--- src/hdl/tfc_pkg.sv ---
// Shared types and constants for the thermal fan controller.
package tfc_pkg;

    // Fault counter limits and stable-detection run length
    localparam int unsigned CNT_W = 8;
    localparam logic [CNT_W-1:0] SENSOR_FAULT_LIMIT = 8'd8;
    localparam logic [CNT_W-1:0] FAN_FAULT_LIMIT    = 8'd8;

    localparam int unsigned EQ_W = 5;
    localparam logic [EQ_W-1:0] STABLE_TICKS = 5'd16;

    // Temperatures are Q8.2, so one degree is four LSBs
    localparam int unsigned TEMP_W = 10;
    localparam logic [TEMP_W:0] QUARTERS_PER_DEG = 11'd4;

    localparam int unsigned DUTY_W = 8;
    localparam int unsigned MODE_W = 2;

    // Mode codes as seen on the result stream
    localparam logic [MODE_W-1:0] MODE_IDLE   = 2'd0;
    localparam logic [MODE_W-1:0] MODE_REG    = 2'd1;
    localparam logic [MODE_W-1:0] MODE_STABLE = 2'd2;
    localparam logic [MODE_W-1:0] MODE_OTP    = 2'd3;

    // Configuration register indexes
    localparam int unsigned CFG_IDX_W  = 3;
    localparam int unsigned CFG_DATA_W = 8;
    localparam logic [CFG_IDX_W-1:0] CFG_START_DEG   = 3'd0;
    localparam logic [CFG_IDX_W-1:0] CFG_STOP_DEG    = 3'd1;
    localparam logic [CFG_IDX_W-1:0] CFG_OTP_ON_DEG  = 3'd2;
    localparam logic [CFG_IDX_W-1:0] CFG_OTP_OFF_DEG = 3'd3;
    localparam logic [CFG_IDX_W-1:0] CFG_DUTY_SLOPE  = 3'd4;
    localparam logic [CFG_IDX_W-1:0] CFG_MIN_DUTY    = 3'd5;
    localparam logic [CFG_IDX_W-1:0] CFG_MAX_DUTY    = 3'd6;
    localparam logic [CFG_IDX_W-1:0] CFG_IDLE_DUTY   = 3'd7;

    localparam int unsigned SLOPE_W = 6;

    typedef struct packed {
        logic [7:0]         start_deg;
        logic [7:0]         stop_deg;
        logic [7:0]         otp_on_deg;
        logic [7:0]         otp_off_deg;
        logic [SLOPE_W-1:0] duty_slope;
        logic [DUTY_W-1:0]  min_duty;
        logic [DUTY_W-1:0]  max_duty;
        logic [DUTY_W-1:0]  idle_duty;
    } t_cfg;

    localparam t_cfg CFG_RESET = '{
        start_deg:   8'd40,
        stop_deg:    8'd35,
        otp_on_deg:  8'd100,
        otp_off_deg: 8'd70,
        duty_slope:  6'd4,
        min_duty:    8'd20,
        max_duty:    8'd255,
        idle_duty:   8'd0
    };

    // Result of one control step
    typedef struct packed {
        logic [DUTY_W-1:0] duty;
        logic [MODE_W-1:0] mode;
        logic              otp;
    } t_ctrl;

endpackage

--- src/hdl/tfc_leak_counter.sv ---
// Leaky fault counter: counts up on fault, down otherwise, pulses at the limit.
module tfc_leak_counter (
    input  logic                      i_clk,
    input  logic                      i_rst_n,
    input  logic                      i_en,
    input  logic                      i_fault,
    input  logic [tfc_pkg::CNT_W-1:0] i_limit,
    output logic                      o_pulse
);

    logic [tfc_pkg::CNT_W-1:0] r_cnt;
    logic [tfc_pkg::CNT_W-1:0] n_cnt;
    logic [tfc_pkg::CNT_W-1:0] w_inc;

    assign w_inc = r_cnt + 1'b1;  // wraps at 8 bits

    always_comb begin
        n_cnt   = r_cnt;
        o_pulse = 1'b0;
        if (i_fault) begin
            if (w_inc == i_limit) begin
                n_cnt   = i_limit - 1'b1;
                o_pulse = 1'b1;
            end else begin
                n_cnt = w_inc;
            end
        end else if (r_cnt != '0) begin
            n_cnt = r_cnt - 1'b1;
        end
    end

    always_ff @(posedge i_clk) begin
        if (!i_rst_n) begin
            r_cnt <= '0;
        end else if (i_en) begin
            r_cnt <= n_cnt;
        end
    end

endmodule

--- src/hdl/tfc_mode_fsm.sv ---
// Mode state machine with duty ramp, stable detection and overtemperature.
module tfc_mode_fsm (
    input  logic                        i_clk,
    input  logic                        i_rst_n,
    input  logic                        i_en,
    input  logic [tfc_pkg::TEMP_W-1:0]  i_hot,
    input  tfc_pkg::t_cfg               i_cfg,
    output logic [tfc_pkg::DUTY_W-1:0]  o_duty_cur,
    output tfc_pkg::t_ctrl              o_next
);

    typedef enum logic [tfc_pkg::MODE_W-1:0] {
        ST_IDLE   = tfc_pkg::MODE_IDLE,
        ST_REG    = tfc_pkg::MODE_REG,
        ST_STABLE = tfc_pkg::MODE_STABLE,
        ST_OTP    = tfc_pkg::MODE_OTP
    } t_state;

    t_state                         r_state, n_state;
    logic [tfc_pkg::DUTY_W-1:0]     r_duty, n_duty;
    logic [tfc_pkg::EQ_W-1:0]       r_eq_cnt, n_eq_cnt;
    logic [tfc_pkg::TEMP_W-1:0]     r_held, n_held;
    logic                           w_otp;

    // Thresholds in quarter degrees (11 bits, unsigned)
    logic [tfc_pkg::TEMP_W:0]       w_hot;
    logic [tfc_pkg::TEMP_W:0]       w_start_q, w_stop_q, w_on_q, w_off_q;
    logic signed [tfc_pkg::TEMP_W+1:0] w_diff;
    logic signed [17:0]             w_prod;
    logic signed [17:0]             w_p;
    logic signed [17:0]             w_min_s, w_max_s;
    logic [tfc_pkg::DUTY_W-1:0]     w_ramp;
    logic [tfc_pkg::EQ_W-1:0]       w_eq_inc;

    assign w_hot     = {1'b0, i_hot};
    assign w_start_q = {1'b0, i_cfg.start_deg, 2'b00};
    assign w_stop_q  = {1'b0, i_cfg.stop_deg, 2'b00};
    assign w_on_q    = {1'b0, i_cfg.otp_on_deg, 2'b00};
    assign w_off_q   = {1'b0, i_cfg.otp_off_deg, 2'b00};

    // Linear ramp: slope * (hot - start) + min, then clamp
    assign w_diff  = $signed({1'b0, w_hot}) - $signed({1'b0, w_start_q});
    // both operands widened to 18 bits so the product keeps its top bits
    assign w_prod  = $signed({{6{w_diff[tfc_pkg::TEMP_W+1]}}, w_diff}) *
                     $signed({12'b0, i_cfg.duty_slope});
    assign w_min_s = $signed({10'b0, i_cfg.min_duty});
    assign w_max_s = $signed({10'b0, i_cfg.max_duty});
    assign w_p     = w_prod + w_min_s;

    always_comb begin
        if (w_p < w_min_s) begin
            w_ramp = i_cfg.min_duty;
        end else if (w_p > w_max_s) begin
            w_ramp = i_cfg.max_duty;
        end else begin
            w_ramp = w_p[tfc_pkg::DUTY_W-1:0];
        end
    end

    assign w_eq_inc = r_eq_cnt + 1'b1;

    always_comb begin
        n_state  = r_state;
        n_duty   = r_duty;
        n_eq_cnt = r_eq_cnt;
        n_held   = r_held;
        w_otp    = 1'b0;
        case (r_state)
            ST_IDLE: begin
                if (w_hot >= w_start_q) begin
                    n_state = ST_REG;
                end
            end
            ST_REG: begin
                n_duty = w_ramp;
                if (w_ramp == r_duty) begin
                    n_eq_cnt = w_eq_inc;
                    if (w_eq_inc == tfc_pkg::STABLE_TICKS) begin
                        n_eq_cnt = '0;
                        n_held   = i_hot;
                        n_state  = ST_STABLE;
                    end
                end else begin
                    n_eq_cnt = '0;
                end
                // protection and idle override the stable entry
                if (w_hot >= w_on_q) begin
                    w_otp   = 1'b1;
                    n_state = ST_OTP;
                    n_duty  = i_cfg.max_duty;
                end else if (w_hot <= w_stop_q) begin
                    n_duty  = i_cfg.idle_duty;
                    n_state = ST_IDLE;
                end
            end
            ST_STABLE: begin
                // lower bound written as hot + 4 <= held so it never wraps
                if ((w_hot >= ({1'b0, r_held} + tfc_pkg::QUARTERS_PER_DEG)) ||
                    ((w_hot + tfc_pkg::QUARTERS_PER_DEG) <= {1'b0, r_held})) begin
                    n_state = ST_REG;
                end
            end
            ST_OTP: begin
                if (w_hot <= w_off_q) begin
                    n_state = ST_REG;
                end
            end
            default: begin
                n_state = ST_IDLE;
            end
        endcase
    end

    always_ff @(posedge i_clk) begin
        if (!i_rst_n) begin
            r_state  <= ST_IDLE;
            r_duty   <= tfc_pkg::CFG_RESET.idle_duty;
            r_eq_cnt <= '0;
            r_held   <= '0;
        end else if (i_en) begin
            r_state  <= n_state;
            r_duty   <= n_duty;
            r_eq_cnt <= n_eq_cnt;
            r_held   <= n_held;
        end
    end

    assign o_duty_cur  = r_duty;
    assign o_next.duty = n_duty;
    assign o_next.mode = n_state;
    assign o_next.otp  = w_otp;

endmodule

--- src/hdl/thermal_fan_controller_top.sv ---
// Top level of the thermal fan controller: stream ports, config, pipeline.
//
//  Channel  | Direction | Handshake                      | Contents
//  ---------+-----------+--------------------------------+---------------------------------
//  s_axis   | in        | s_axis_tvalid / s_axis_tready  | one tick: temps, rpms, bad flags
//  m_axis   | out       | m_axis_tvalid / m_axis_tready  | one result per tick
//  cfg      | in        | i_cfg_we (no wait)             | 8-bit register write
//
// One tick per cycle sustained while m_axis_tready is high. A tick is
// held in the input register, then the control step (one 12x7 multiply,
// clamp, state update) runs into the output register, which drives m_axis.
// Fault counters and mode state advance only when a tick moves into the output
// register, so stalls on m_axis simply hold both stages; s_axis_tready drops
// only when both stages are full and the output is not being taken.
// Reset (i_rst_n low, synchronous) empties both stages and loads config
// defaults; the duty starts at the default idle duty.
module thermal_fan_controller_top (
    input  logic                               i_clk,
    input  logic                               i_rst_n,

    input  logic                               s_axis_tvalid,
    output logic                               s_axis_tready,
    // [9:0] temp_left, [19:10] temp_right, [35:20] fan_one_rpm,
    // [51:36] fan_two_rpm, [55:52] zero
    input  logic [55:0]                        s_axis_tdata,
    // [0] left_bad, [1] right_bad
    input  logic [1:0]                         s_axis_tuser,

    output logic                               m_axis_tvalid,
    input  logic                               m_axis_tready,
    // [7:0] fan_duty_out, [9:8] mode_out, [10] left_sensor_fault,
    // [11] right_sensor_fault, [12] fan_one_fault, [13] fan_two_fault,
    // [14] otp_fault, [22:15] left_deg, [30:23] right_deg, [31] zero
    output logic [31:0]                        m_axis_tdata,

    input  logic                               i_cfg_we,
    input  logic [tfc_pkg::CFG_IDX_W-1:0]      i_cfg_idx,
    input  logic [tfc_pkg::CFG_DATA_W-1:0]     i_cfg_data
);

    // ---------------- configuration registers ----------------
    tfc_pkg::t_cfg r_cfg;

    always_ff @(posedge i_clk) begin
        if (!i_rst_n) begin
            r_cfg <= tfc_pkg::CFG_RESET;
        end else if (i_cfg_we) begin
            case (i_cfg_idx)
                tfc_pkg::CFG_START_DEG:   r_cfg.start_deg   <= i_cfg_data;
                tfc_pkg::CFG_STOP_DEG:    r_cfg.stop_deg    <= i_cfg_data;
                tfc_pkg::CFG_OTP_ON_DEG:  r_cfg.otp_on_deg  <= i_cfg_data;
                tfc_pkg::CFG_OTP_OFF_DEG: r_cfg.otp_off_deg <= i_cfg_data;
                tfc_pkg::CFG_DUTY_SLOPE:
                    r_cfg.duty_slope <= i_cfg_data[tfc_pkg::SLOPE_W-1:0];
                tfc_pkg::CFG_MIN_DUTY:    r_cfg.min_duty    <= i_cfg_data;
                tfc_pkg::CFG_MAX_DUTY:    r_cfg.max_duty    <= i_cfg_data;
                tfc_pkg::CFG_IDLE_DUTY:   r_cfg.idle_duty   <= i_cfg_data;
                default: begin
                end
            endcase
        end
    end

    // ---------------- input stage ----------------
    logic                           r_in_valid;
    logic [tfc_pkg::TEMP_W-1:0]     r_temp_l, r_temp_r;
    logic                           r_bad_l, r_bad_r;
    logic [15:0]                    r_rpm1, r_rpm2;
    logic                           r_out_valid;
    logic [31:0]                    r_out_tdata;
    logic                           w_adv;   // tick moves into output register

    assign w_adv         = r_in_valid && (!r_out_valid || m_axis_tready);
    assign s_axis_tready = !r_in_valid || w_adv;

    always_ff @(posedge i_clk) begin
        if (!i_rst_n) begin
            r_in_valid <= 1'b0;
        end else if (s_axis_tready) begin
            r_in_valid <= s_axis_tvalid;
        end
    end

    always_ff @(posedge i_clk) begin
        if (s_axis_tvalid && s_axis_tready) begin
            r_temp_l <= s_axis_tdata[9:0];
            r_temp_r <= s_axis_tdata[19:10];
            r_rpm1   <= s_axis_tdata[35:20];
            r_rpm2   <= s_axis_tdata[51:36];
            r_bad_l  <= s_axis_tuser[0];
            r_bad_r  <= s_axis_tuser[1];
        end
    end

    // ---------------- control step ----------------
    logic [tfc_pkg::TEMP_W-1:0]     w_tl, w_tr, w_hot;
    logic [tfc_pkg::DUTY_W-1:0]     w_duty_cur;
    logic                           w_fan_on;
    logic                           w_lf, w_rf, w_f1, w_f2;
    tfc_pkg::t_ctrl                 w_ctrl;

    // a sensor flagged bad reads as zero
    assign w_tl  = r_bad_l ? '0 : r_temp_l;
    assign w_tr  = r_bad_r ? '0 : r_temp_r;
    assign w_hot = (w_tl > w_tr) ? w_tl : w_tr;

    // fan check uses the duty in force before this tick
    assign w_fan_on = w_duty_cur > r_cfg.min_duty;

    tfc_leak_counter u_cnt_left (
        .i_clk   (i_clk),
        .i_rst_n (i_rst_n),
        .i_en    (w_adv),
        .i_fault (r_bad_l),
        .i_limit (tfc_pkg::SENSOR_FAULT_LIMIT),
        .o_pulse (w_lf)
    );

    tfc_leak_counter u_cnt_right (
        .i_clk   (i_clk),
        .i_rst_n (i_rst_n),
        .i_en    (w_adv),
        .i_fault (r_bad_r),
        .i_limit (tfc_pkg::SENSOR_FAULT_LIMIT),
        .o_pulse (w_rf)
    );

    tfc_leak_counter u_cnt_fan1 (
        .i_clk   (i_clk),
        .i_rst_n (i_rst_n),
        .i_en    (w_adv),
        .i_fault (w_fan_on && (r_rpm1 == '0)),
        .i_limit (tfc_pkg::FAN_FAULT_LIMIT),
        .o_pulse (w_f1)
    );

    tfc_leak_counter u_cnt_fan2 (
        .i_clk   (i_clk),
        .i_rst_n (i_rst_n),
        .i_en    (w_adv),
        .i_fault (w_fan_on && (r_rpm2 == '0)),
        .i_limit (tfc_pkg::FAN_FAULT_LIMIT),
        .o_pulse (w_f2)
    );

    tfc_mode_fsm u_fsm (
        .i_clk      (i_clk),
        .i_rst_n    (i_rst_n),
        .i_en       (w_adv),
        .i_hot      (w_hot),
        .i_cfg      (r_cfg),
        .o_duty_cur (w_duty_cur),
        .o_next     (w_ctrl)
    );

    // ---------------- output stage ----------------
    always_ff @(posedge i_clk) begin
        if (!i_rst_n) begin
            r_out_valid <= 1'b0;
        end else if (w_adv) begin
            r_out_valid <= 1'b1;
        end else if (m_axis_tready) begin
            r_out_valid <= 1'b0;
        end
    end

    always_ff @(posedge i_clk) begin
        if (w_adv) begin
            r_out_tdata <= {1'b0,
                            w_tr[tfc_pkg::TEMP_W-1:2],
                            w_tl[tfc_pkg::TEMP_W-1:2],
                            w_ctrl.otp, w_f2, w_f1, w_rf, w_lf,
                            w_ctrl.mode,
                            w_ctrl.duty};
        end
    end

    assign m_axis_tvalid = r_out_valid;
    assign m_axis_tdata  = r_out_tdata;

endmodule
--- config.mk ---
export PLATFORM = sky130hd
export DESIGN_NAME = thermal_fan_controller_top
export DESIGN_NICKNAME = d
export VERILOG_FILES = /design/src/hdl/tfc_pkg.sv /design/src/hdl/tfc_leak_counter.sv /design/src/hdl/tfc_mode_fsm.sv /design/src/hdl/thermal_fan_controller_top.sv
export SDC_FILE = /design/constraint.sdc
export NUM_CORES = 1
export LEC_CHECK = 0
export BUFFER_PORTS_ARGS = -buffer_cell sky130_fd_sc_hd__clkbuf_2
export CORE_MARGIN = 4
export CORE_UTILIZATION = 40
export CTS_CLUSTER_SIZE = 10
export DETAILED_ROUTE_END_ITERATION = 8
export GPL_TIMING_DRIVEN = 0
export SYNTH_ARGS = -nofsm -noshare
export SYNTH_HDL_FRONTEND = slang
export SYNTH_SLANG_ARGS = --single-unit
--- constraint.sdc ---
create_clock -name i_clk -period 12.4 [get_ports i_clk]
set_input_delay 1.24 -clock i_clk [delete_from_list [all_inputs] [get_ports i_clk]]
set_output_delay 1.24 -clock i_clk [all_outputs]
set_load 0.005 [all_outputs]
==> results of run 1 <==
## worst max-delay path: cells and delay by family (launching register included)
family / cells / cell delay [ns]
fa+ha+maj: 8 / 3.34
simple gates: 12 / 2.93
compound gates: 13 / 2.76
buf+inv: 9 / 1.41
xor+xnor: 2 / 0.63
flops: 1 / 0.40
## report_power, final
group | leakage, uW | switching, uW | total, uW | internal [uW]
clock | 0.000390 | 290 | 718 | 428
sequential | 0.00180 | 15.1 | 750 | 735
combinational | 0.00492 | 416 | 666 | 250
total | 0.00712 | 721 | 2130 | 1410
## metal layers
layer	track usage	vias up
li1	-	6051
met1	0.265	5709
met2	0.319	303
met3	0.0300	83
met4	0.0531	2
met5	0	-
## cells by family (layout without fill, tap and decap cells)
| family | Yosys count | in the layout | share of synthesized area |
|---|---|---|---|
| and+or+nand+nor | 583 | 583 | 0.199 |
| AOI/OAI and AO/OA | 344 | 344 | 0.148 |
| buffers and inverters | 258 | 400 | 0.0673 |
| DFF | 206 | 206 | 0.338 |
| adders and majority gates | 197 | 197 | 0.196 |
| xor gates and xnor gates | 52 | 52 | 0.0310 |
| muxes | 29 | 29 | 0.0204 |
| other | 1 | 2 | 0.000255 |
## through the flow
stage	util	setup TNS, ns	area (um^2)	total power [uW]
after floorplan	-	0	14700	1240
after global placement	0.438	-0.538	15700	1400
after detailed placement	0.439	0	15800	1420
after CTS	0.462	0	16600	2140
after global routing	0.463	0	16600	2270
final	0.463	0	16600	2130
## registers in the layout (all words and copies together), names as in the netlist, 8 cells and up
name and cells:
u_cnt_right.r_cnt 8, u_cnt_fan1.r_cnt 8, u_cnt_left.r_cnt 8, u_fsm.r_held 10, u_fsm.o_duty_cur 8, r_rpm1 16
r_temp_l 10, r_temp_r 10, r_cfg 62, m_axis_tdata 31, u_cnt_fan2.r_cnt 8, r_rpm2 16
## final cells by class
| class | instances | share of cell area |
|---|---|---|
| timing repair buffer | 96 | 0.0299 |
| tap | 461 | 0.0347 |
| sequential | 206 | 0.299 |
| inverter | 187 | 0.0422 |
| clock inverter | 5 | 0.00467 |
| multi-input combinational | 1206 | 0.527 |
| clock buffer | 41 | 0.0443 |
| buffer | 71 | 0.0174 |
| antenna | 1 | 0.000150 |
## cells in the final DEF (no fill, tap or decap), types with 25 or more instances in the layout
cell	instances
o21ai_0	68
clkbuf_2	102
nand2_1	177
clkbuf_1	71
inv_1	185
a31oi_1	26
fa_1	55
a21o_1	28
a21oi_1	109
ha_1	142
nor2b_1	49
edfxtp_1	85
nor4_1	28
xor2_1	25
nand3_1	34
and2_1	48
nor2_1	96
o211ai_1	29
nor3_1	37
nand4_1	30
clkbuf_16	26
nand2b_1	32
dfxtp_1	121
## worst max path at each step
stage | startpoint | endpoint | slack, ns | cells past startpoint
6_report | r_bad_r$_DFFE_PP_ | u_fsm.r_held[3]$_SDFFE_PN0P_ | 0.73 | 44
5_1_grt | r_bad_r$_DFFE_PP_ | u_fsm.r_held[8]$_SDFFE_PN0P_ | 0.03 | 45
4_1_cts | r_bad_l$_DFFE_PP_ | u_fsm.r_held[3]$_SDFFE_PN0P_ | 0.30 | 38
3_5_place_dp | r_bad_l$_DFFE_PP_ | m_axis_tdata[9]$_DFFE_PP_ | 0.33 | 39
3_3_place_gp | r_bad_l$_DFFE_PP_ | m_axis_tdata[9]$_DFFE_PP_ | -0.10 | 42
2_1_floorplan | r_bad_l$_DFFE_PP_ | u_fsm.r_eq_cnt[0]$_SDFFE_PN0P_ | 1.99 | 43
## timing repair
item,4_1_cts,5_1_grt
setup endpoints to repair,0,24
buffers inserted,0,0
resized for setup,0,11
==> reports/metrics.cfg, run 1 <==
[run_status]
outcome = complete, no violations

[layout]
multi_input_area_um2 = 8770
fillCellCount = 3504
drive_gt1_frac = 0.0949
syn_to_final_growth_pct = 13.1
final_cells = 2274
seq_area_um2 = 4970
fin_nets = 2065

[floorplanning]
initial_core_util = 0.409
die-area_um2 = 39900
fp.dieW_um = 200
num_io_pins = 108
rows = 69
core_area_um2 = 35900
dieHeight_um = 200

[cts]
cts_tree = yes
cts.clk_slew.worst_paths_ns = 0.06
holdBufCountCts = 0
clock_path_buffers = 3
htreeDepth = 1
numCtsBuffers = 26
cts_sinks = 206
root_buffer = clkbuf_16
clk_latency_ns = 0.55

[yosys]
synth.area.top_cells = edfxtp_1 17%, dfxtp_1 16%, ha_1 12%
synth_top_flop_cell = dfxtp_1
synth_cell_type_count = 73
netlist_top_cells_count = 186 x inv_1, 177 x nand2_1, 142 x ha_1
syn_nets = 1941
synth_cells = 1670
netlist_area_um2 = 14700
synth_top_area_share = 0.174
ys_seq_area_frac = 0.338
yosysMostFrequentCell = inv_1
yosys.area.top_type = edfxtp_1
yosysWarnings = 0
ys_seq_elements = 206
synthArstFlopShare = 0
syn_avg_cell_area_um2 = 8.80
synth_edf_count = 85

[place]
hpwlAfterDp_mm = 29.9
pre_cts_ws_ns = 0.332
portBuffers = 94
place_inst = 2227
gp_congestion = 0.917

[sta]
fmax_mhz = 85.7
final.setup_skew_ns = 0.0211
final-hold-violation-count = 0
tightest_slew_ns = 1.15
period_needed_ns = 11.67
hold_ws_ns = 0.456
setup_viol = 0
rsz0062_at_grt = false
finalWorstSetupSlack_ns = 0.726
slew_headroom = 0.225
period_share = 0.941
drv_slew = 0

[drt]
routed-wl-met3_mm = 2.02
routed.top_layer = met5
routedWlPerCell_um = 17.0
routed_via_density = 5.34
dr.pass1.iters = 5
route.detailed.drc = 0
met1_length_mm = 17.7
antenna_left = 0
routed_wl_mm = 38.7
drt-initial-drc-count = 630
vias = 12100
wl_met2_mm = 17.9

[run]
drv_cap = 0

[critical_path]
cp.required_ns = 12.79
reg2regPathDepth = 44
crit_type = reg -> reg
rrSetupSlack_ns = 0.73
rr_endpoint = u_fsm.r_held[3]$_SDFFE_PN0P_
cp_max_fo = 10
worstSetupStartpointType = flip-flop
worst-endpoint-arrival_ns = 12.06
slowest_stage = or4_1
endpoint_kind = flip-flop
max_stage_delay_ns = 0.62
r2r_start = r_bad_r$_DFFE_PP_

[global_routing]
antenna_found_initial = 2
gr-usage-all-layers = 0.193
grt_first_pass_wirelength_mm = 62.3
overflow = 0
grt_pass1_vias = 12000
grt_max_degree = 36

[hold_path]
holdPathEnd = r_cfg[56]$_SDFFE_PN0P_
hold_path.class = reg -> reg
min_from = r_cfg[56]$_SDFFE_PN0P_
min_path_cells = 2

[power_and_ir_drop]
vdd_drop_max_mv = 0.103
p_per_area_nw_per_um2 = 128
p_leak_uw = 0.00712

(Power assumes the default switching activity.)
==> run 2: changes to the inputs <==
- ABC_AREA: not set -> 1
==> run 2 against run 1 <==
  * Largest power group is now combinational logic
  * Sequential share of layout area shrank 0.13 points
  * Wire length down 1.3%
  * Cell count up 11%
  * Register-to-register slack gained 1.6 ns
  * First-iteration DRC count is 6.8% higher
  * Largest cell class unchanged
  * Count of clock-buffer cells in the layout fell by 1
  * Global-route usage down 0.70 points
  * Synthesized cell count up 14%
==> reports/metrics.cfg, run 2 <==
[cts]
htreeDepth = 1  ; unchanged
root_buffer = clkbuf_16
cts.clk_slew.worst_paths_ns = 0.06  ; about the same
post_cts_buffers = 0  ; unchanged
numCtsBuffers = 24  ; -7.7%
holdBufCountCts = 0  ; unchanged
cts_sinks = 206  ; unchanged
clock_path_buffers = 3  ; unchanged
cts_tree = yes
cts_resized = 0  ; unchanged
clk_latency_ns = 0.53  ; -0.02 ns

[drt]
drt-initial-drc-count = 673  ; +6.8%
routed.top_layer = met4
routed_wl_mm = 38.2  ; -1.3%
vias = 12700  ; +4.4%
routedWlPerCell_um = 15.2  ; -11%
antenna_left = 0  ; unchanged
routed-wl-met3_mm = 1.76  ; -13%
route.detailed.drc = 0  ; unchanged
routed_via_density = 5.03  ; -5.8%
dr.pass1.iters = 5  ; unchanged
met1_length_mm = 17.9  ; +1.4%
wl_met2_mm = 17.5  ; -2.2%

[yosys]
ys_seq_area_frac = 0.334  ; -0.00427
synthArstFlopShare = 0  ; unchanged
syn_nets = 2179  ; +12%
ys_seq_elements = 206  ; unchanged
synth_top_flop_cell = dfxtp_1
yosys.area.top_type = edfxtp_1
netlist_top_cells_count = 352 x inv_1, 331 x nand2_1, 193 x nor2_1
synth_adder_area_share = 0.193  ; -0.00247
muxShareOfSynthArea = 0.00134  ; -0.0191
netlist_area_um2 = 14900  ; +1.3%
yosysWarnings = 0  ; unchanged
synth.area.top_cells = edfxtp_1 17%, dfxtp_1 16%, ha_1 12%
syn_avg_cell_area_um2 = 7.80  ; -11%
synth_cells = 1908  ; +14%
synth_compound_area_frac = 0.126  ; -0.0219
synth_top_family_by_area = simple AND/OR/NAND/NOR gates
synth_edf_count = 85  ; unchanged
synth_xor_area_frac = 0.0312  ; +0.000198
synth_cell_type_count = 54  ; -26%
yosysMostFrequentCell = inv_1
synth_top_area_share = 0.171  ; -0.00219
synth-simple-area-share = 0.208  ; +0.00892

[layout]
fillCellCount = 3620  ; +3.3%
syn_to_final_growth_pct = 12.2
multi_input_area_um2 = 8340  ; -5.0%
regMostFlops = r_cfg
seq_area_um2 = 4970  ; unchanged
largest_register_ffs = 62  ; unchanged
num_antenna_cells = 0  ; -1
final_common_cell = inv_1
fin_nets = 2308  ; +12%
layout_common_cells = 350 x inv_1, 331 x nand2_1, 193 x nor2_1
final_cells = 2520  ; +11%
drive_gt1_frac = 0.0921  ; -0.00282

[critical_path]
rrSetupSlack_ns = 2.35  ; +1.63 ns
crit_type = reg -> reg
cp_max_fo = 10  ; unchanged
rr_endpoint = m_axis_tdata[8]$_DFFE_PP_
worstSetupStartpointType = flip-flop
slowest_stage = o21ai_0
reg2regPathDepth = 50  ; +14%
worst-endpoint-arrival_ns = 10.30  ; -1.76 ns
crit_start = r_bad_r$_DFFE_PP_
cp.required_ns = 12.66  ; -0.13 ns
max_stage_delay_ns = 1.00  ; +0.38 ns
r2r_start = r_bad_r$_DFFE_PP_
path_common_cell = nand2_1
endpoint_kind = flip-flop

[sta]
rsz0062_at_grt = false
final.setup_skew_ns = 0.0205  ; -0.000627 ns
period_share = 0.810  ; -0.131
fin_tns_setup_ns = 0  ; unchanged
slew_headroom = 0.123  ; -0.102
period_needed_ns = 10.05  ; -1.63 ns
fmax_mhz = 99.6  ; +16%
final-hold-violation-count = 0  ; unchanged
drv_slew = 0  ; unchanged
setup_viol = 0  ; unchanged
tightest_slew_ns = 1.30  ; +0.148 ns

[global_routing]
antenna_found_initial = 0  ; -2
grt_max_degree = 36  ; unchanged
gr-usage-all-layers = 0.186  ; -0.00701
grt_first_pass_wirelength_mm = 62.5  ; +0.41%
overflow = 0  ; unchanged
grt_pass1_vias = 12300  ; +2.3%

[run_status]
outcome = complete, no violations

[place]
hpwlAfterDp_mm = 29.8  ; -0.47%
place_inst = 2479  ; +11%
portBuffers = 100  ; +6.4%
gp_congestion = 0.920  ; +0.35%

[power_and_ir_drop]
vdd_drop_max_mv = 0.171  ; +65%
switching_share = 0.397  ; +0.0592
p_per_area_nw_per_um2 = 149  ; +16%
p_comb_frac = 0.429  ; +0.117
power_frac_clock = 0.257  ; -0.079
internal-power_uw = 1500  ; +5.9%
p_switching_uw = 986  ; +37%
p_leak_uw = 0.00795  ; +12%
seqPwrFrac = 0.314  ; -0.038

[floorplanning]
die-area_um2 = 40400  ; +1.2%
initial_core_util = 0.406  ; -0.00362
dieHeight_um = 201  ; +0.61%
num_io_pins = 108  ; unchanged
fp.dieW_um = 201  ; +0.61%
rows = 70  ; +1.4%
core_area_um2 = 36700  ; +2.2%

[run]
drv_cap = 0  ; unchanged

[hold_path]
hold_path.class = reg -> reg
min_path_cells = 2  ; unchanged
min_from = r_cfg[52]$_SDFFE_PN0P_
holdPathEnd = r_cfg[52]$_SDFFE_PN0P_

run 2: cell count changes after synthesis, moves of 18 or more:
cell and delta:
inv_1 +166, nor2_1 +96, o21ai_1 +20, clkbuf_1 -28
nor4_1 -18, nand2_1 +154, nor2b_1 -49, a21o_1 -28
nand3_1 +54, nand2b_1 -32, and2_1 -46, mux2i_1 -19
o21ai_0 +26
run 2: per-layer routing:
metal	GRT usage	vias up
met1	0.257	5840
met4	0.0541	0
li1	-	6469
met3	0.0192	70
met2	0.311	302
met5	0	-
run 2: cell families (layout without fill, tap and decap cells):
logic type / after synthesis / count (layout)
DFF: 206 / 206
muxes: 2 / 2
adders and majority gates: 197 / 197
buffers and inverters: 412 / 556
xor gates and xnor gates: 53 / 53
and+or+nand+nor: 714 / 714
AOI/OAI and AO/OA: 323 / 323
other: 1 / 1
run 2: layout make-up:
cell class	instances	area share
clock buffer	40	0.0407
buffer	40	0.0107
timing repair buffer	103	0.0321
tap	468	0.0351
sequential	206	0.298
clock inverter	1	0.000974
inverter	372	0.0836
multi-input combinational	1290	0.499
run 2: critical path, delay by kind of cell (launching register included):
kind	cells	cell delay (ns)
adders and majority gates	7	3.15
buffers and inverters	10	1.45
and+or+nand+nor	29	3.16
AOI/OAI and AO/OA	4	1.55
DFF	1	0.42
run 2: worst max path at each step:
stage,endpoint,depth (start not counted)
after floorplan,m_axis_tdata[8]$_DFFE_PP_,51
after global placement,u_fsm.r_held[9]$_SDFFE_PN0P_,50
after detailed placement,u_fsm.r_held[9]$_SDFFE_PN0P_,50
after CTS,m_axis_tdata[8]$_DFFE_PP_,50
after global routing,u_fsm.r_held[7]$_SDFFE_PN0P_,51
final,m_axis_tdata[8]$_DFFE_PP_,50
run 2: per-stage QoR:
stage	util	total power [uW]	area [um^2]	hold slack [ns]	setup WS, ns
after floorplan	-	1590	14900	0.435	3.92
after global placement	0.435	1840	16000	0.448	1.57
after detailed placement	0.436	1850	16000	0.454	2.35
after CTS	0.455	2500	16700	0.463	2.29
after global routing	0.455	2700	16700	0.483	1.46
final	0.455	2480	16700	0.461	2.35
run 2: power groups by stage:
stage	combinational, uW	clock [uW]	sequential, uW
finish	1060	639	779
global route	1230	683	784
CTS	1070	658	779
detailed placement	1060	0	792
global placement	1040	0	793
floorplan	808	0	786
